==> config.mk <==
export PLATFORM = sky130hd
export DESIGN_NAME = serial_command_decoder_flat
export DESIGN_NICKNAME = d
export VERILOG_FILES = /design/src/rtl/scd_pkg.sv /design/src/rtl/scd_rx_if.sv /design/src/rtl/scd_reply_if.sv /design/src/rtl/scd_apb_regs.sv /design/src/rtl/scd_decode.sv /design/src/rtl/serial_command_decoder.sv /design/src/flat_wrapper.sv
export SDC_FILE = /design/constraint.sdc
export NUM_CORES = 1
export LEC_CHECK = 0
export BUFFER_PORTS_ARGS = -buffer_cell sky130_fd_sc_hd__buf_2
export CAP_MARGIN = 20
export CELL_PAD_IN_SITES_DETAIL_PLACEMENT = 0
export CELL_PAD_IN_SITES_GLOBAL_PLACEMENT = 2
export CORE_MARGIN = 2
export CORE_UTILIZATION = 38
export DETAILED_ROUTE_END_ITERATION = 7
export PLACE_DENSITY = 0.86
export SYNTH_ARGS = -nofsm -noshare
export SYNTH_HDL_FRONTEND = slang
export SYNTH_HIERARCHICAL = 1
export SYNTH_SLANG_ARGS = --single-unit
==> constraint.sdc <==
create_clock -name clk_i -period 4.5 [get_ports clk_i]
set_input_delay 0.45 -clock clk_i [delete_from_list [all_inputs] [get_ports clk_i]]
set_output_delay 0.45 -clock clk_i [all_outputs]
set_load 0.005 [all_outputs]
==> src/rtl/scd_pkg.sv <==
`timescale 1ns / 1ps
// scd_pkg: types, codes and constants shared by the serial command decoder
// no dependencies; used by every other file of the block

package scd_pkg;

  localparam int unsigned ByteW  = 8;
  localparam int unsigned ValueW = 17;
  localparam int unsigned CfgW   = 16;
  localparam int unsigned AddrW  = 3;
  localparam int unsigned DataW  = 32;
  localparam int unsigned PosW   = 2;
  localparam int unsigned ProdW  = 21;

  localparam logic [ByteW-1:0] ChSemi  = 8'h3B;
  localparam logic [ByteW-1:0] ChSet   = 8'h53;
  localparam logic [ByteW-1:0] ChGet   = 8'h47;
  localparam logic [ByteW-1:0] ChFreq  = 8'h46;
  localparam logic [ByteW-1:0] ChAmp   = 8'h41;
  localparam logic [ByteW-1:0] ChLimit = 8'h4C;
  localparam logic [ByteW-1:0] ChZero  = 8'h30;
  localparam logic [ByteW-1:0] ChNine  = 8'h39;

  localparam logic [ValueW-1:0] AccMax    = 17'd131071;
  localparam logic [ValueW-1:0] FreqMin   = 17'd100;
  localparam logic [ValueW-1:0] FreqMax   = 17'd100000;
  localparam logic [ValueW-1:0] FreqReset = 17'd200;
  localparam logic [CfgW-1:0]   AmpReset  = 16'd1000;
  localparam logic [CfgW-1:0]   LimReset  = 16'd2000;

  localparam logic [PosW-1:0] PosFirst  = 2'd0;
  localparam logic [PosW-1:0] PosSecond = 2'd1;
  localparam logic [PosW-1:0] PosRest   = 2'd2;

  typedef enum logic [2:0] {
    KIND_FREQ_SET      = 3'd0,
    KIND_FREQ_REJECTED = 3'd1,
    KIND_SET_AMP       = 3'd2,
    KIND_SET_LIMIT     = 3'd3,
    KIND_GET_FREQ      = 3'd4,
    KIND_GET_AMP       = 3'd5,
    KIND_GET_LIMIT     = 3'd6,
    KIND_FORMAT_ERROR  = 3'd7
  } reply_kind_e;

  typedef enum logic {
    REG_AMPLITUDE = 1'b0,
    REG_LIMIT     = 1'b1
  } reg_idx_e;

  typedef struct packed {
    logic [CfgW-1:0] amplitude_mv;
    logic [CfgW-1:0] upper_limit_hz;
  } cfg_t;

  typedef struct packed {
    reply_kind_e       kind;
    logic [ValueW-1:0] value;
    logic              synth_write;
    logic [ValueW-1:0] synth_frequency;
  } reply_t;

endpackage

==> src/rtl/scd_rx_if.sv <==
`timescale 1ns / 1ps
// scd_rx_if: received character channel, valid/ready handshake
// depends on scd_pkg for the character width

interface scd_rx_if;
  logic                       valid;
  logic                       ready;
  logic [scd_pkg::ByteW-1:0]  rx_byte;

  modport source (output valid, output rx_byte, input ready);
  modport sink   (input valid, input rx_byte, output ready);
endinterface

==> src/rtl/scd_reply_if.sv <==
`timescale 1ns / 1ps
// scd_reply_if: reply channel, valid/ready handshake
// depends on scd_pkg for the field widths

interface scd_reply_if;
  logic                       valid;
  logic                       ready;
  logic [2:0]                 reply_kind;
  logic [scd_pkg::ValueW-1:0] reply_value;
  logic                       synth_write;
  logic [scd_pkg::ValueW-1:0] synth_frequency;

  modport source (output valid, output reply_kind, output reply_value,
                  output synth_write, output synth_frequency, input ready);
  modport sink   (input valid, input reply_kind, input reply_value,
                  input synth_write, input synth_frequency, output ready);
endinterface

==> src/rtl/scd_apb_regs.sv <==
`timescale 1ns / 1ps
// scd_apb_regs: apb register file holding amplitude and upper limit
// depends on scd_pkg

module scd_apb_regs (
  input  logic                        clk_i,
  input  logic                        rst_ni,
  input  logic                        psel,
  input  logic                        penable,
  input  logic                        pwrite,
  input  logic [scd_pkg::AddrW-1:0]   paddr,
  input  logic [scd_pkg::DataW-1:0]   pwdata,
  output logic [scd_pkg::DataW-1:0]   prdata,
  output logic                        pready,
  output scd_pkg::cfg_t               cfg_o
);

  logic [scd_pkg::CfgW-1:0] amp_q, amp_d;
  logic [scd_pkg::CfgW-1:0] lim_q, lim_d;
  logic                     wr_en;
  scd_pkg::reg_idx_e        idx;

  assign pready = 1'b1;
  assign wr_en  = psel && penable && pwrite && pready;
  assign idx    = scd_pkg::reg_idx_e'(paddr[2]);

  always_comb begin
    amp_d = amp_q;
    lim_d = lim_q;
    if (wr_en) begin
      unique case (idx)
        scd_pkg::REG_AMPLITUDE: amp_d = pwdata[scd_pkg::CfgW-1:0];
        scd_pkg::REG_LIMIT:     lim_d = pwdata[scd_pkg::CfgW-1:0];
        default: ;
      endcase
    end
  end

  always_comb begin
    unique case (idx)
      scd_pkg::REG_AMPLITUDE: prdata = {{(scd_pkg::DataW-scd_pkg::CfgW){1'b0}}, amp_q};
      scd_pkg::REG_LIMIT:     prdata = {{(scd_pkg::DataW-scd_pkg::CfgW){1'b0}}, lim_q};
      default:                prdata = '0;
    endcase
  end

  always_ff @(posedge clk_i or negedge rst_ni) begin
    if (!rst_ni) begin
      amp_q <= scd_pkg::AmpReset;
      lim_q <= scd_pkg::LimReset;
    end else begin
      amp_q <= amp_d;
      lim_q <= lim_d;
    end
  end

  assign cfg_o.amplitude_mv   = amp_q;
  assign cfg_o.upper_limit_hz = lim_q;

endmodule

==> src/rtl/scd_decode.sv <==
`timescale 1ns / 1ps
// scd_decode: command letters, saturating digit accumulator, stored frequency
// and the reply decode on ';'; depends on scd_pkg

module scd_decode (
  input  logic                        clk_i,
  input  logic                        rst_ni,
  input  logic                        step_i,
  input  logic [scd_pkg::ByteW-1:0]   byte_i,
  input  scd_pkg::cfg_t               cfg_i,
  output logic                        is_end_o,
  output scd_pkg::reply_t             reply_o
);

  logic [scd_pkg::PosW-1:0]   pos_q, pos_d;
  logic [scd_pkg::ByteW-1:0]  cmd_q, cmd_d;
  logic [scd_pkg::ByteW-1:0]  tgt_q, tgt_d;
  logic [scd_pkg::ValueW-1:0] acc_q, acc_d;
  logic [scd_pkg::ValueW-1:0] freq_q, freq_d;

  logic                       is_digit;
  logic [3:0]                 digit;
  logic [scd_pkg::ProdW-1:0]  acc_next;
  logic [scd_pkg::ByteW-1:0]  cmd_eff, tgt_eff;
  logic                       freq_ok;
  logic                       set_freq;

  assign is_end_o = (byte_i == scd_pkg::ChSemi);
  assign is_digit = (byte_i >= scd_pkg::ChZero) && (byte_i <= scd_pkg::ChNine);
  assign digit    = 4'(byte_i - scd_pkg::ChZero);
  assign acc_next = {1'b0, acc_q, 3'b000} + {3'b000, acc_q, 1'b0}
                  + {{(scd_pkg::ProdW-4){1'b0}}, digit};

  assign cmd_eff = (pos_q == scd_pkg::PosFirst) ? scd_pkg::ChSemi : cmd_q;
  assign tgt_eff = (pos_q == scd_pkg::PosFirst || pos_q == scd_pkg::PosSecond)
                 ? scd_pkg::ChSemi : tgt_q;
  assign freq_ok = (acc_q >= scd_pkg::FreqMin) && (acc_q <= scd_pkg::FreqMax);

  // reply decode
  always_comb begin
    reply_o.kind            = scd_pkg::KIND_FORMAT_ERROR;
    reply_o.value           = '0;
    reply_o.synth_write     = 1'b0;
    reply_o.synth_frequency = '0;
    set_freq                = 1'b0;
    if (cmd_eff == scd_pkg::ChSet) begin
      case (tgt_eff)
        scd_pkg::ChFreq: begin
          set_freq                = freq_ok;
          reply_o.kind            = freq_ok ? scd_pkg::KIND_FREQ_SET
                                            : scd_pkg::KIND_FREQ_REJECTED;
          reply_o.value           = freq_ok ? acc_q : freq_q;
          reply_o.synth_write     = 1'b1;
          reply_o.synth_frequency = freq_ok ? acc_q : freq_q;
        end
        scd_pkg::ChAmp:   reply_o.kind = scd_pkg::KIND_SET_AMP;
        scd_pkg::ChLimit: reply_o.kind = scd_pkg::KIND_SET_LIMIT;
        default: ;
      endcase
    end else if (cmd_eff == scd_pkg::ChGet) begin
      case (tgt_eff)
        scd_pkg::ChFreq: begin
          reply_o.kind  = scd_pkg::KIND_GET_FREQ;
          reply_o.value = freq_q;
        end
        scd_pkg::ChAmp: begin
          reply_o.kind  = scd_pkg::KIND_GET_AMP;
          reply_o.value = {1'b0, cfg_i.amplitude_mv};
        end
        scd_pkg::ChLimit: begin
          reply_o.kind  = scd_pkg::KIND_GET_LIMIT;
          reply_o.value = {1'b0, cfg_i.upper_limit_hz};
        end
        default: ;
      endcase
    end
  end

  // command state update
  always_comb begin
    pos_d  = pos_q;
    cmd_d  = cmd_q;
    tgt_d  = tgt_q;
    acc_d  = acc_q;
    freq_d = freq_q;
    if (step_i) begin
      if (is_end_o) begin
        pos_d = scd_pkg::PosFirst;
        cmd_d = '0;
        tgt_d = '0;
        acc_d = '0;
        if (set_freq) begin
          freq_d = acc_q;
        end
      end else begin
        if (is_digit) begin
          acc_d = (acc_next[scd_pkg::ProdW-1:scd_pkg::ValueW] != '0)
                ? scd_pkg::AccMax : acc_next[scd_pkg::ValueW-1:0];
        end
        if (pos_q == scd_pkg::PosFirst) begin
          cmd_d = byte_i;
        end
        if (pos_q == scd_pkg::PosSecond) begin
          tgt_d = byte_i;
        end
        if (pos_q != scd_pkg::PosRest) begin
          pos_d = pos_q + 2'd1;
        end
      end
    end
  end

  always_ff @(posedge clk_i or negedge rst_ni) begin
    if (!rst_ni) begin
      pos_q  <= scd_pkg::PosFirst;
      cmd_q  <= '0;
      tgt_q  <= '0;
      acc_q  <= '0;
      freq_q <= scd_pkg::FreqReset;
    end else begin
      pos_q  <= pos_d;
      cmd_q  <= cmd_d;
      tgt_q  <= tgt_d;
      acc_q  <= acc_d;
      freq_q <= freq_d;
    end
  end

`ifndef SYNTHESIS
  a_freq_in_range: assert property (@(posedge clk_i) disable iff (!rst_ni)
    (freq_q >= scd_pkg::FreqMin) && (freq_q <= scd_pkg::FreqMax))
    else $error("stored frequency out of range");

  a_pos_saturates: assert property (@(posedge clk_i) disable iff (!rst_ni)
    pos_q != 2'd3)
    else $error("character position beyond saturation");

  a_end_clears: assert property (@(posedge clk_i) disable iff (!rst_ni)
    step_i && is_end_o |=> (pos_q == scd_pkg::PosFirst) && (acc_q == '0))
    else $error("command state not cleared after end of command");

  a_freq_only_on_set: assert property (@(posedge clk_i) disable iff (!rst_ni)
    !(step_i && is_end_o) |=> $stable(freq_q))
    else $error("frequency changed outside a set command");
`endif

endmodule

==> src/rtl/serial_command_decoder.sv <==
`timescale 1ns / 1ps
// serial_command_decoder: top level with input stage and reply register
// depends on scd_pkg, scd_rx_if, scd_reply_if, scd_apb_regs, scd_decode
//
// usage
//   rx_i carries received characters, one per transaction. characters other
//   than ';' update the command state and give no reply; each ';' gives
//   exactly one reply transaction on reply_o
//   the apb port holds amplitude (address 0) and upper limit (address 4);
//   write them only while no command is in flight
// data path and throughput
//   a character is held in the input stage and then decoded into the reply
//   register, where a ';' loads its reply
//   one character per cycle while no ';' waits, set by the single decode stage
// reset
//   clears the command state, sets the frequency to 200 hz, amplitude to
//   1000 and limit to 2000, and empties both stages
// stall
//   a waiting reply holds while reply_o.ready is low; characters other than
//   ';' still pass, and a ';' waits in the input stage until the reply goes

module serial_command_decoder (
  input  logic                       clk_i,
  input  logic                       rst_ni,
  scd_rx_if.sink                     rx_i,
  scd_reply_if.source                reply_o,
  input  logic                       psel,
  input  logic                       penable,
  input  logic                       pwrite,
  input  logic [scd_pkg::AddrW-1:0]  paddr,
  input  logic [scd_pkg::DataW-1:0]  pwdata,
  output logic [scd_pkg::DataW-1:0]  prdata,
  output logic                       pready
);

  scd_pkg::cfg_t              cfg;
  scd_pkg::reply_t            dec_reply;
  scd_pkg::reply_t            reply_q;
  logic                       in_valid_q, in_valid_d;
  logic [scd_pkg::ByteW-1:0]  in_byte_q;
  logic                       out_valid_q, out_valid_d;
  logic                       is_end;
  logic                       out_free;
  logic                       consume;
  logic                       load_reply;

  scd_apb_regs u_regs (
    .clk_i   (clk_i),
    .rst_ni  (rst_ni),
    .psel    (psel),
    .penable (penable),
    .pwrite  (pwrite),
    .paddr   (paddr),
    .pwdata  (pwdata),
    .prdata  (prdata),
    .pready  (pready),
    .cfg_o   (cfg)
  );

  scd_decode u_decode (
    .clk_i    (clk_i),
    .rst_ni   (rst_ni),
    .step_i   (consume),
    .byte_i   (in_byte_q),
    .cfg_i    (cfg),
    .is_end_o (is_end),
    .reply_o  (dec_reply)
  );

  assign out_free   = !out_valid_q || reply_o.ready;
  assign consume    = in_valid_q && (!is_end || out_free);
  assign load_reply = consume && is_end;
  assign rx_i.ready = !in_valid_q || consume;

  always_comb begin
    in_valid_d = in_valid_q;
    if (rx_i.valid && rx_i.ready) begin
      in_valid_d = 1'b1;
    end else if (consume) begin
      in_valid_d = 1'b0;
    end
  end

  always_comb begin
    out_valid_d = out_valid_q;
    if (load_reply) begin
      out_valid_d = 1'b1;
    end else if (reply_o.ready) begin
      out_valid_d = 1'b0;
    end
  end

  always_ff @(posedge clk_i or negedge rst_ni) begin
    if (!rst_ni) begin
      in_valid_q  <= 1'b0;
      out_valid_q <= 1'b0;
    end else begin
      in_valid_q  <= in_valid_d;
      out_valid_q <= out_valid_d;
    end
  end

  always_ff @(posedge clk_i) begin
    if (rx_i.valid && rx_i.ready) begin
      in_byte_q <= rx_i.rx_byte;
    end
    if (load_reply) begin
      reply_q <= dec_reply;
    end
  end

  assign reply_o.valid           = out_valid_q;
  assign reply_o.reply_kind      = reply_q.kind;
  assign reply_o.reply_value     = reply_q.value;
  assign reply_o.synth_write     = reply_q.synth_write;
  assign reply_o.synth_frequency = reply_q.synth_frequency;

`ifndef SYNTHESIS
  a_end_gives_reply: assert property (@(posedge clk_i) disable iff (!rst_ni)
    load_reply |=> out_valid_q)
    else $error("end of command taken without a reply");

  a_no_overwrite: assert property (@(posedge clk_i) disable iff (!rst_ni)
    load_reply |-> out_free)
    else $error("reply register overwritten while still waiting");

  a_write_kind: assert property (@(posedge clk_i) disable iff (!rst_ni)
    out_valid_q && reply_q.synth_write |->
      (reply_q.kind == scd_pkg::KIND_FREQ_SET)
      || (reply_q.kind == scd_pkg::KIND_FREQ_REJECTED))
    else $error("synthesizer write on a reply that is not a frequency set");
`endif

endmodule

==> src/flat_wrapper.sv <==
// flat-port wrapper written by rule: the top's interface ports become plain ports
module serial_command_decoder_flat 
  (clk_i, rst_ni, psel, penable, pwrite, paddr, pwdata, prdata, pready, rx_i_valid, rx_i_rx_byte, rx_i_ready, reply_o_valid, reply_o_reply_kind, reply_o_reply_value, reply_o_synth_write, reply_o_synth_frequency, reply_o_ready);
  scd_rx_if rx_i_i ();
  scd_reply_if reply_o_i ();
  input  logic clk_i;
  input  logic rst_ni;
  input  logic psel;
  input  logic penable;
  input  logic pwrite;
  input  logic [scd_pkg::AddrW-1:0] paddr;
  input  logic [scd_pkg::DataW-1:0] pwdata;
  output logic [scd_pkg::DataW-1:0] prdata;
  output logic pready;
  input wire logic [$bits(rx_i_i.valid)-1:0] rx_i_valid;
  input wire logic [$bits(rx_i_i.rx_byte)-1:0] rx_i_rx_byte;
  output wire logic [$bits(rx_i_i.ready)-1:0] rx_i_ready;
  output wire logic [$bits(reply_o_i.valid)-1:0] reply_o_valid;
  output wire logic [$bits(reply_o_i.reply_kind)-1:0] reply_o_reply_kind;
  output wire logic [$bits(reply_o_i.reply_value)-1:0] reply_o_reply_value;
  output wire logic [$bits(reply_o_i.synth_write)-1:0] reply_o_synth_write;
  output wire logic [$bits(reply_o_i.synth_frequency)-1:0] reply_o_synth_frequency;
  input wire logic [$bits(reply_o_i.ready)-1:0] reply_o_ready;
  assign rx_i_i.valid = rx_i_valid;
  assign rx_i_i.rx_byte = rx_i_rx_byte;
  assign rx_i_ready = rx_i_i.ready;
  assign reply_o_valid = reply_o_i.valid;
  assign reply_o_reply_kind = reply_o_i.reply_kind;
  assign reply_o_reply_value = reply_o_i.reply_value;
  assign reply_o_synth_write = reply_o_i.synth_write;
  assign reply_o_synth_frequency = reply_o_i.synth_frequency;
  assign reply_o_i.ready = reply_o_ready;
  serial_command_decoder u_core (.clk_i(clk_i), .rst_ni(rst_ni), .rx_i(rx_i_i), .reply_o(reply_o_i), .psel(psel), .penable(penable), .pwrite(pwrite), .paddr(paddr), .pwdata(pwdata), .prdata(prdata), .pready(pready));
endmodule
Word level (Yosys, flattened, before mapping) --
Cells that the tools add are included.
Word-level totals: logic and storage cells 86, input bits 50, register bits after elaboration 132, output and inout port bits 73
Operators by class: $lt $le $gt $ge 4, bitwise logic cells 1, eq/ne operators 8, $add $sub $neg 4, reductions and logical operators 30, multiplexer cells 25
Operators by type and width (count):
- $mux 17 | 4
- $pmux 32 s2 | 1
- $pmux 19 s3 | 1
- $mux 8 | 6
- $eq 8x7->1 const B | 5
- $mux 35 | 1
- $add 20x18->21 | 1
- $add 21x4->21 | 1
- $mux 20 | 1
- $mux 19 | 1
- $ge 17x7->1 const B | 1
- $le 17x17->1 const B | 1
- $reduce_and 2->1 | 7
- $reduce_bool 2->1 | 6
- $pmux 3 s3 | 1
- $eq 8x6->1 const B | 1
- $ge 8x6->1 const B | 1
- $le 8x6->1 const B | 1
- $logic_and 1x1->1 | 7
- $mux 1 | 7
- $logic_or 1x1->1 | 4
- $mux 2 | 2
- $reduce_bool 4->1 | 1
- $sub 4x1->4 const B | 1
- 7 further kinds | 9

Logic depth before layout (Yosys ltp) --
word-level depth 7, mapped depth 13

Hierarchy --
The synthesis kept the hierarchy.
By module, submodules not included:
- scd_decode | area an instance 4091.4 µm², times used 1, seq. area each 1305.0 µm², cells each 417
- scd_apb_regs | area an instance 1612.8 µm², times used 1, seq. area each 815.8 µm², cells each 105
- serial_command_decoder | area an instance 1498.9 µm², times used 1, seq. area each 1431.4 µm², cells each 56

Worst setup path before layout --
OpenSTA, ideal clock, no wires.
path type reg2reg, start point register u_core/in_byte_q[6] (netlist bit), end point register u_core.reply_q (netlist bit u_core/reply_o.reply_kind[0]) (enable), clock period less this slack 3.542 ns, arrival time 3.109 ns, required time 4.067 ns, slack 0.958 ns, path buffers 0, stages on the path, launching flop included 6, path through edfxtp_1 > or2_2 > or4_1 > inv_1 > nand2_1 > nor2_1
Between the ends: word-level cells in the longest chain between the ends 5
RTL lines:
- from (decl) | line serial_command_decoder.sv:40 | logic [scd_pkg::ByteW-1:0] in_byte_q;
- from (signal assigned) | line serial_command_decoder.sv:105 | in_byte_q <= rx_i.rx_byte;
- $eq 8x6->1 (*) | line scd_decode.sv:28 | assign is_end_o = (byte_i == scd_pkg::ChSemi);
- net u_core.is_end | line serial_command_decoder.sv:42 | logic is_end;
- $logic_not 1->1 | line serial_command_decoder.sv:71 | assign consume = in_valid_q && (!is_end || out_free);
- $logic_or 1x1->1 | line serial_command_decoder.sv:71
- $logic_and 1x1->1 | line serial_command_decoder.sv:71
- $logic_and 1x1->1 (*) | line serial_command_decoder.sv:72 | assign load_reply = consume && is_end;
- net u_core.load_reply | line serial_command_decoder.sv:45 | logic load_reply;
- to (signal assigned) | line serial_command_decoder.sv:108 | reply_q <= dec_reply;
- to (decl) | line serial_command_decoder.sv:38 | scd_pkg::reply_t reply_q;
The timed path passes the listed nets; every way through them passes the cells marked *. A chain may end at the register's enable or synchronous reset.

Worst setup path in the final report --
start point register u_core/u_decode/acc_q[0] (netlist bit), end point register u_core/u_decode/acc_q[4] (netlist bit)
Between the ends: word-level cells in the longest chain between the ends 6
RTL lines:
- from (decl) | line scd_decode.sv:18 | logic [scd_pkg::ValueW-1:0] acc_q, acc_d;
- from (signal assigned) | line scd_decode.sv:118 | acc_q <= '0;
- from (signal assigned) | line scd_decode.sv:124 | acc_q <= acc_d;
- $add 20x18->21 (*) | line scd_decode.sv:31 | assign acc_next = {1'b0, acc_q, 3'b000} + {3'b000, acc_q, 1'b0}
- $add 21x4->21 (*) | line scd_decode.sv:32 | + {{(scd_pkg::ProdW-4){1'b0}}, digit};
- $reduce_bool 4->1 | line scd_decode.sv:97 | acc_d = (acc_next[scd_pkg::ProdW-1:scd_pkg::ValueW] != '0)
- $mux 17 (*) | line scd_decode.sv:98 | ? scd_pkg::AccMax : acc_next[scd_pkg::ValueW-1:0];
- $mux 17 (*) | line scd_decode.sv:96 | if (is_digit) begin
- $mux 17 (*) | line scd_decode.sv:87 | if (is_end_o) begin
Mark *: on every way between the ends. The rest lies on a longest branch, timed or not. The select of a mux whose other input is x is not followed.

==> out/results.ini <==
[place]
dpl.hpwl_um=11800
gp_congestion=0.828
port_buffers=87

[cts]
clock-sinks=132
clk_pin_slew_worst_paths_ps=60
cts_tree=built
htree_levels=4
holdBufCountCts=0
clockRootBuffer=clkbuf_16
postCtsSetupBuffers=0
cts_buffer_depth=2
clock_latency_ps=420
cts_buffers=17
cts-resized-gates=0

[synthesis]
synth_cells=578
yosysUniqueCellTypes=70
syn_area_per_cell_um2=12.5
synth_flop_cell=dfrtp_1
ys_seq_elements=132
yosys_warnings=6
yosysTopAreaCellShare=0.247
synth_area_leaders=dfrtp_1, edfxtp_1, mux2_2
ys_async_sr_fraction=0.652
yosysTopAreaCell=dfrtp_1
synth-edff-count=46
seq_area_frac_synth=0.493
synth_area_mm2=0.00720

[die]
start_util=0.386
ioPinCount=123
die_area_mm2=0.0201
core_region_area_mm2=0.0186
rows=50
die_w_um=142
die_h_um=142

[route]
first_iter_violations=392
postRouteAntennaNets=0
viasPerCell=5.62
drc=0
routed_wl_um=17100
vias=5104
firstDrtPassIters=6
wl_per_cell_um=18.9

[pwr]
power_density_mw_per_mm2=561
p_switching_mw=1.70
comb_power_share=0.356
total_power_mw=4.68
pwr-share-seq=0.369
power.leakage_nw=3.69
swShare=0.362
intPower_mw=2.98
p_clk_frac=0.275
ir_worst_vdd_v=0.000325

[sta]
finalCriticalPeriod_ps=3450
period_share=0.768
setup_viol=0
hold_viol=0
rsz0062_at_grt=false
slew_violations=0
fmax_mhz=290
final.setup.tns_ps=0
maxSlewHeadroom=0.510
finClkSkew_ps=7.00
worstMarginPinSlew_ps=736

[final_layout]
finalNetCount=749
area_growth_pct=15.8
num_antenna_cells=0
most-common-layout-cells=buf_2, dfrtp_1, mux2_2
final_common_cell=buf_2
fill_cells=1724
drive_gt1_frac=0.338

[grt]
global_route.usage.total=0.171
antenna_found_initial=0
grt_overflow=0
grt_pass1_vias=5055
grt_max_degree=55
grt_pass1_wl_um=26800

[hold_path]
hold_path.class=in -> async

[critical_path]
crit_arrival_ps=3750
worstPathRequired_ps=4790
crit_path_end_kind=register
start_kind=register
crit_fanout=17
crit_type=reg -> reg

[job]
cap_viol_max_count=0

[status]
status=finished clean

-- metrics by stage --
stage | hold WS, ps | utilization | cells | worst slack (ps) | area [um^2]
2_1_floorplan | 154 | - | 593 | 958 | 7260
3_3_place_gp | 476 | 0.416 | 874 | 1150 | 7760
3_5_place_dp | 488 | 0.417 | 875 | 1080 | 7770
4_1_cts | 108 | 0.446 | 907 | 1040 | 8320
5_1_grt | 132 | 0.448 | 908 | 801 | 8340
6_report | 85.7 | 0.448 | 908 | 1050 | 8340
-- final cells by class --
class | count | area (um^2) | share of cell area
Timing Repair Buffer | 96 | 518 | 0.0621
Tap cell | 234 | 293 | 0.0351
Clock inverter | 13 | 100 | 0.0120
Multi-Input combinational cell | 396 | 3360 | 0.402
Inverter | 18 | 68.8 | 0.00825
Clock buffer | 19 | 454 | 0.0544
Sequential cell | 132 | 3550 | 0.426
-- cell usage after synthesis (all sizes together) (4+ instances only) --
| cell type | n |
|---|---|
| clkbuf | 16 |
| xor2 | 5 |
| o22ai | 16 |
| o21ai | 17 |
| edfxtp | 46 |
| mux2 | 71 |
| nand2 | 20 |
| a21oi | 16 |
| mux2i | 17 |
| and3 | 7 |
| a22o | 10 |
| xnor2 | 10 |
| inv | 17 |
| ha | 36 |
| a221o | 18 |
| dfrtp | 71 |
| a222oi | 16 |
| a211oi | 4 |
| nor3 | 7 |
| nand3 | 12 |
| buf | 31 |
| nor2 | 36 |
| dfstp | 15 |
| a31oi | 5 |
| o211ai | 6 |
| nand4 | 4 |
-- path summary, 6_finish.rpt --
check                           cells past startpoint                  endpoint                     start  slack, ps
worst max-delay path                               11  u_core/u_decode/acc_q[4]  u_core/u_decode/acc_q[0]       1050
max in group asynchronous                           2    u_core/u_regs/lim_q[6]                    rst_ni       3440
worst min register to register                      1  u_core/u_decode/cmd_q[6]  u_core/u_decode/cmd_q[6]        500
min in group clk_i                                  1       u_core/in_byte_q[3]           rx_i_rx_byte[3]        210
worst max register to register                     11  u_core/u_decode/acc_q[4]  u_core/u_decode/acc_q[0]       1050
worst min-delay path                                1    u_core/u_regs/amp_q[2]                    rst_ni         90
-- sequential cells by signal, summed over array words and instances, names as in the netlist --
signal / count
u_core/u_decode/pos_q: 2
u_core/u_regs/lim_q: 16
u_core/reply_o.valid: 1
u_core/u_decode/freq_q: 17
u_core/u_decode/cmd_q: 8
u_core/reply_o.reply_kind: 3
u_core/reply_o.reply_value: 17
u_core/in_byte_q: 8
u_core/u_decode/acc_q: 17
u_core/u_regs/amp_q: 16
u_core/in_valid_q: 1
u_core/reply_o.synth_frequency: 17
u_core/u_decode/tgt_q: 8
u_core/reply_o.synth_write: 1
-- kinds of logic (layout without fill, tap and decap cells) --
family / count (synthesis) / count (layout) / synth area share
AOI/OAI and AO/OA: 129 / 129 / 0.138
xor gates and xnor gates: 15 / 15 / 0.0182
adders and majority gates: 38 / 38 / 0.0681
buffers and inverters: 65 / 146 / 0.0521
DFF: 132 / 132 / 0.493
muxes: 88 / 88 / 0.145
other: 2 / 17 / 0.00104
and+or+nand+nor: 109 / 109 / 0.0844
-- power by group through the flow --
| stage | logic (mW) | registers (mW) | clock network [mW] |
|---|---|---|---|
| after floorplan | 1.33 | 1.63 | 0 |
| after global placement | 1.63 | 1.73 | 0 |
| after detailed placement | 1.67 | 1.74 | 0 |
| after CTS | 1.67 | 1.72 | 1.31 |
| after global routing | 1.86 | 1.76 | 1.37 |
| final | 1.66 | 1.73 | 1.29 |
-- worst max-delay path: stages, from the launching register on --
cell and delay, ps:
dfrtp_1 460, inv_1 100, fa_1 510, inv_1 70
fa_1 480, a211oi_1 300, o211ai_1 140, o211ai_1 200
o31ai_1 150, xnor2_1 280, a31oi_4 280, a221o_1 350
-- layer usage --
metal,GRT usage,wire [um],up-vias
met1,0.228,7710,2579
met2,0.281,8440,153
li1,-,-,2352
met5,0,0,-
met4,0.0495,198,0
met3,0.0391,793,20
Note: power is estimated with default switching activity, not from simulation.
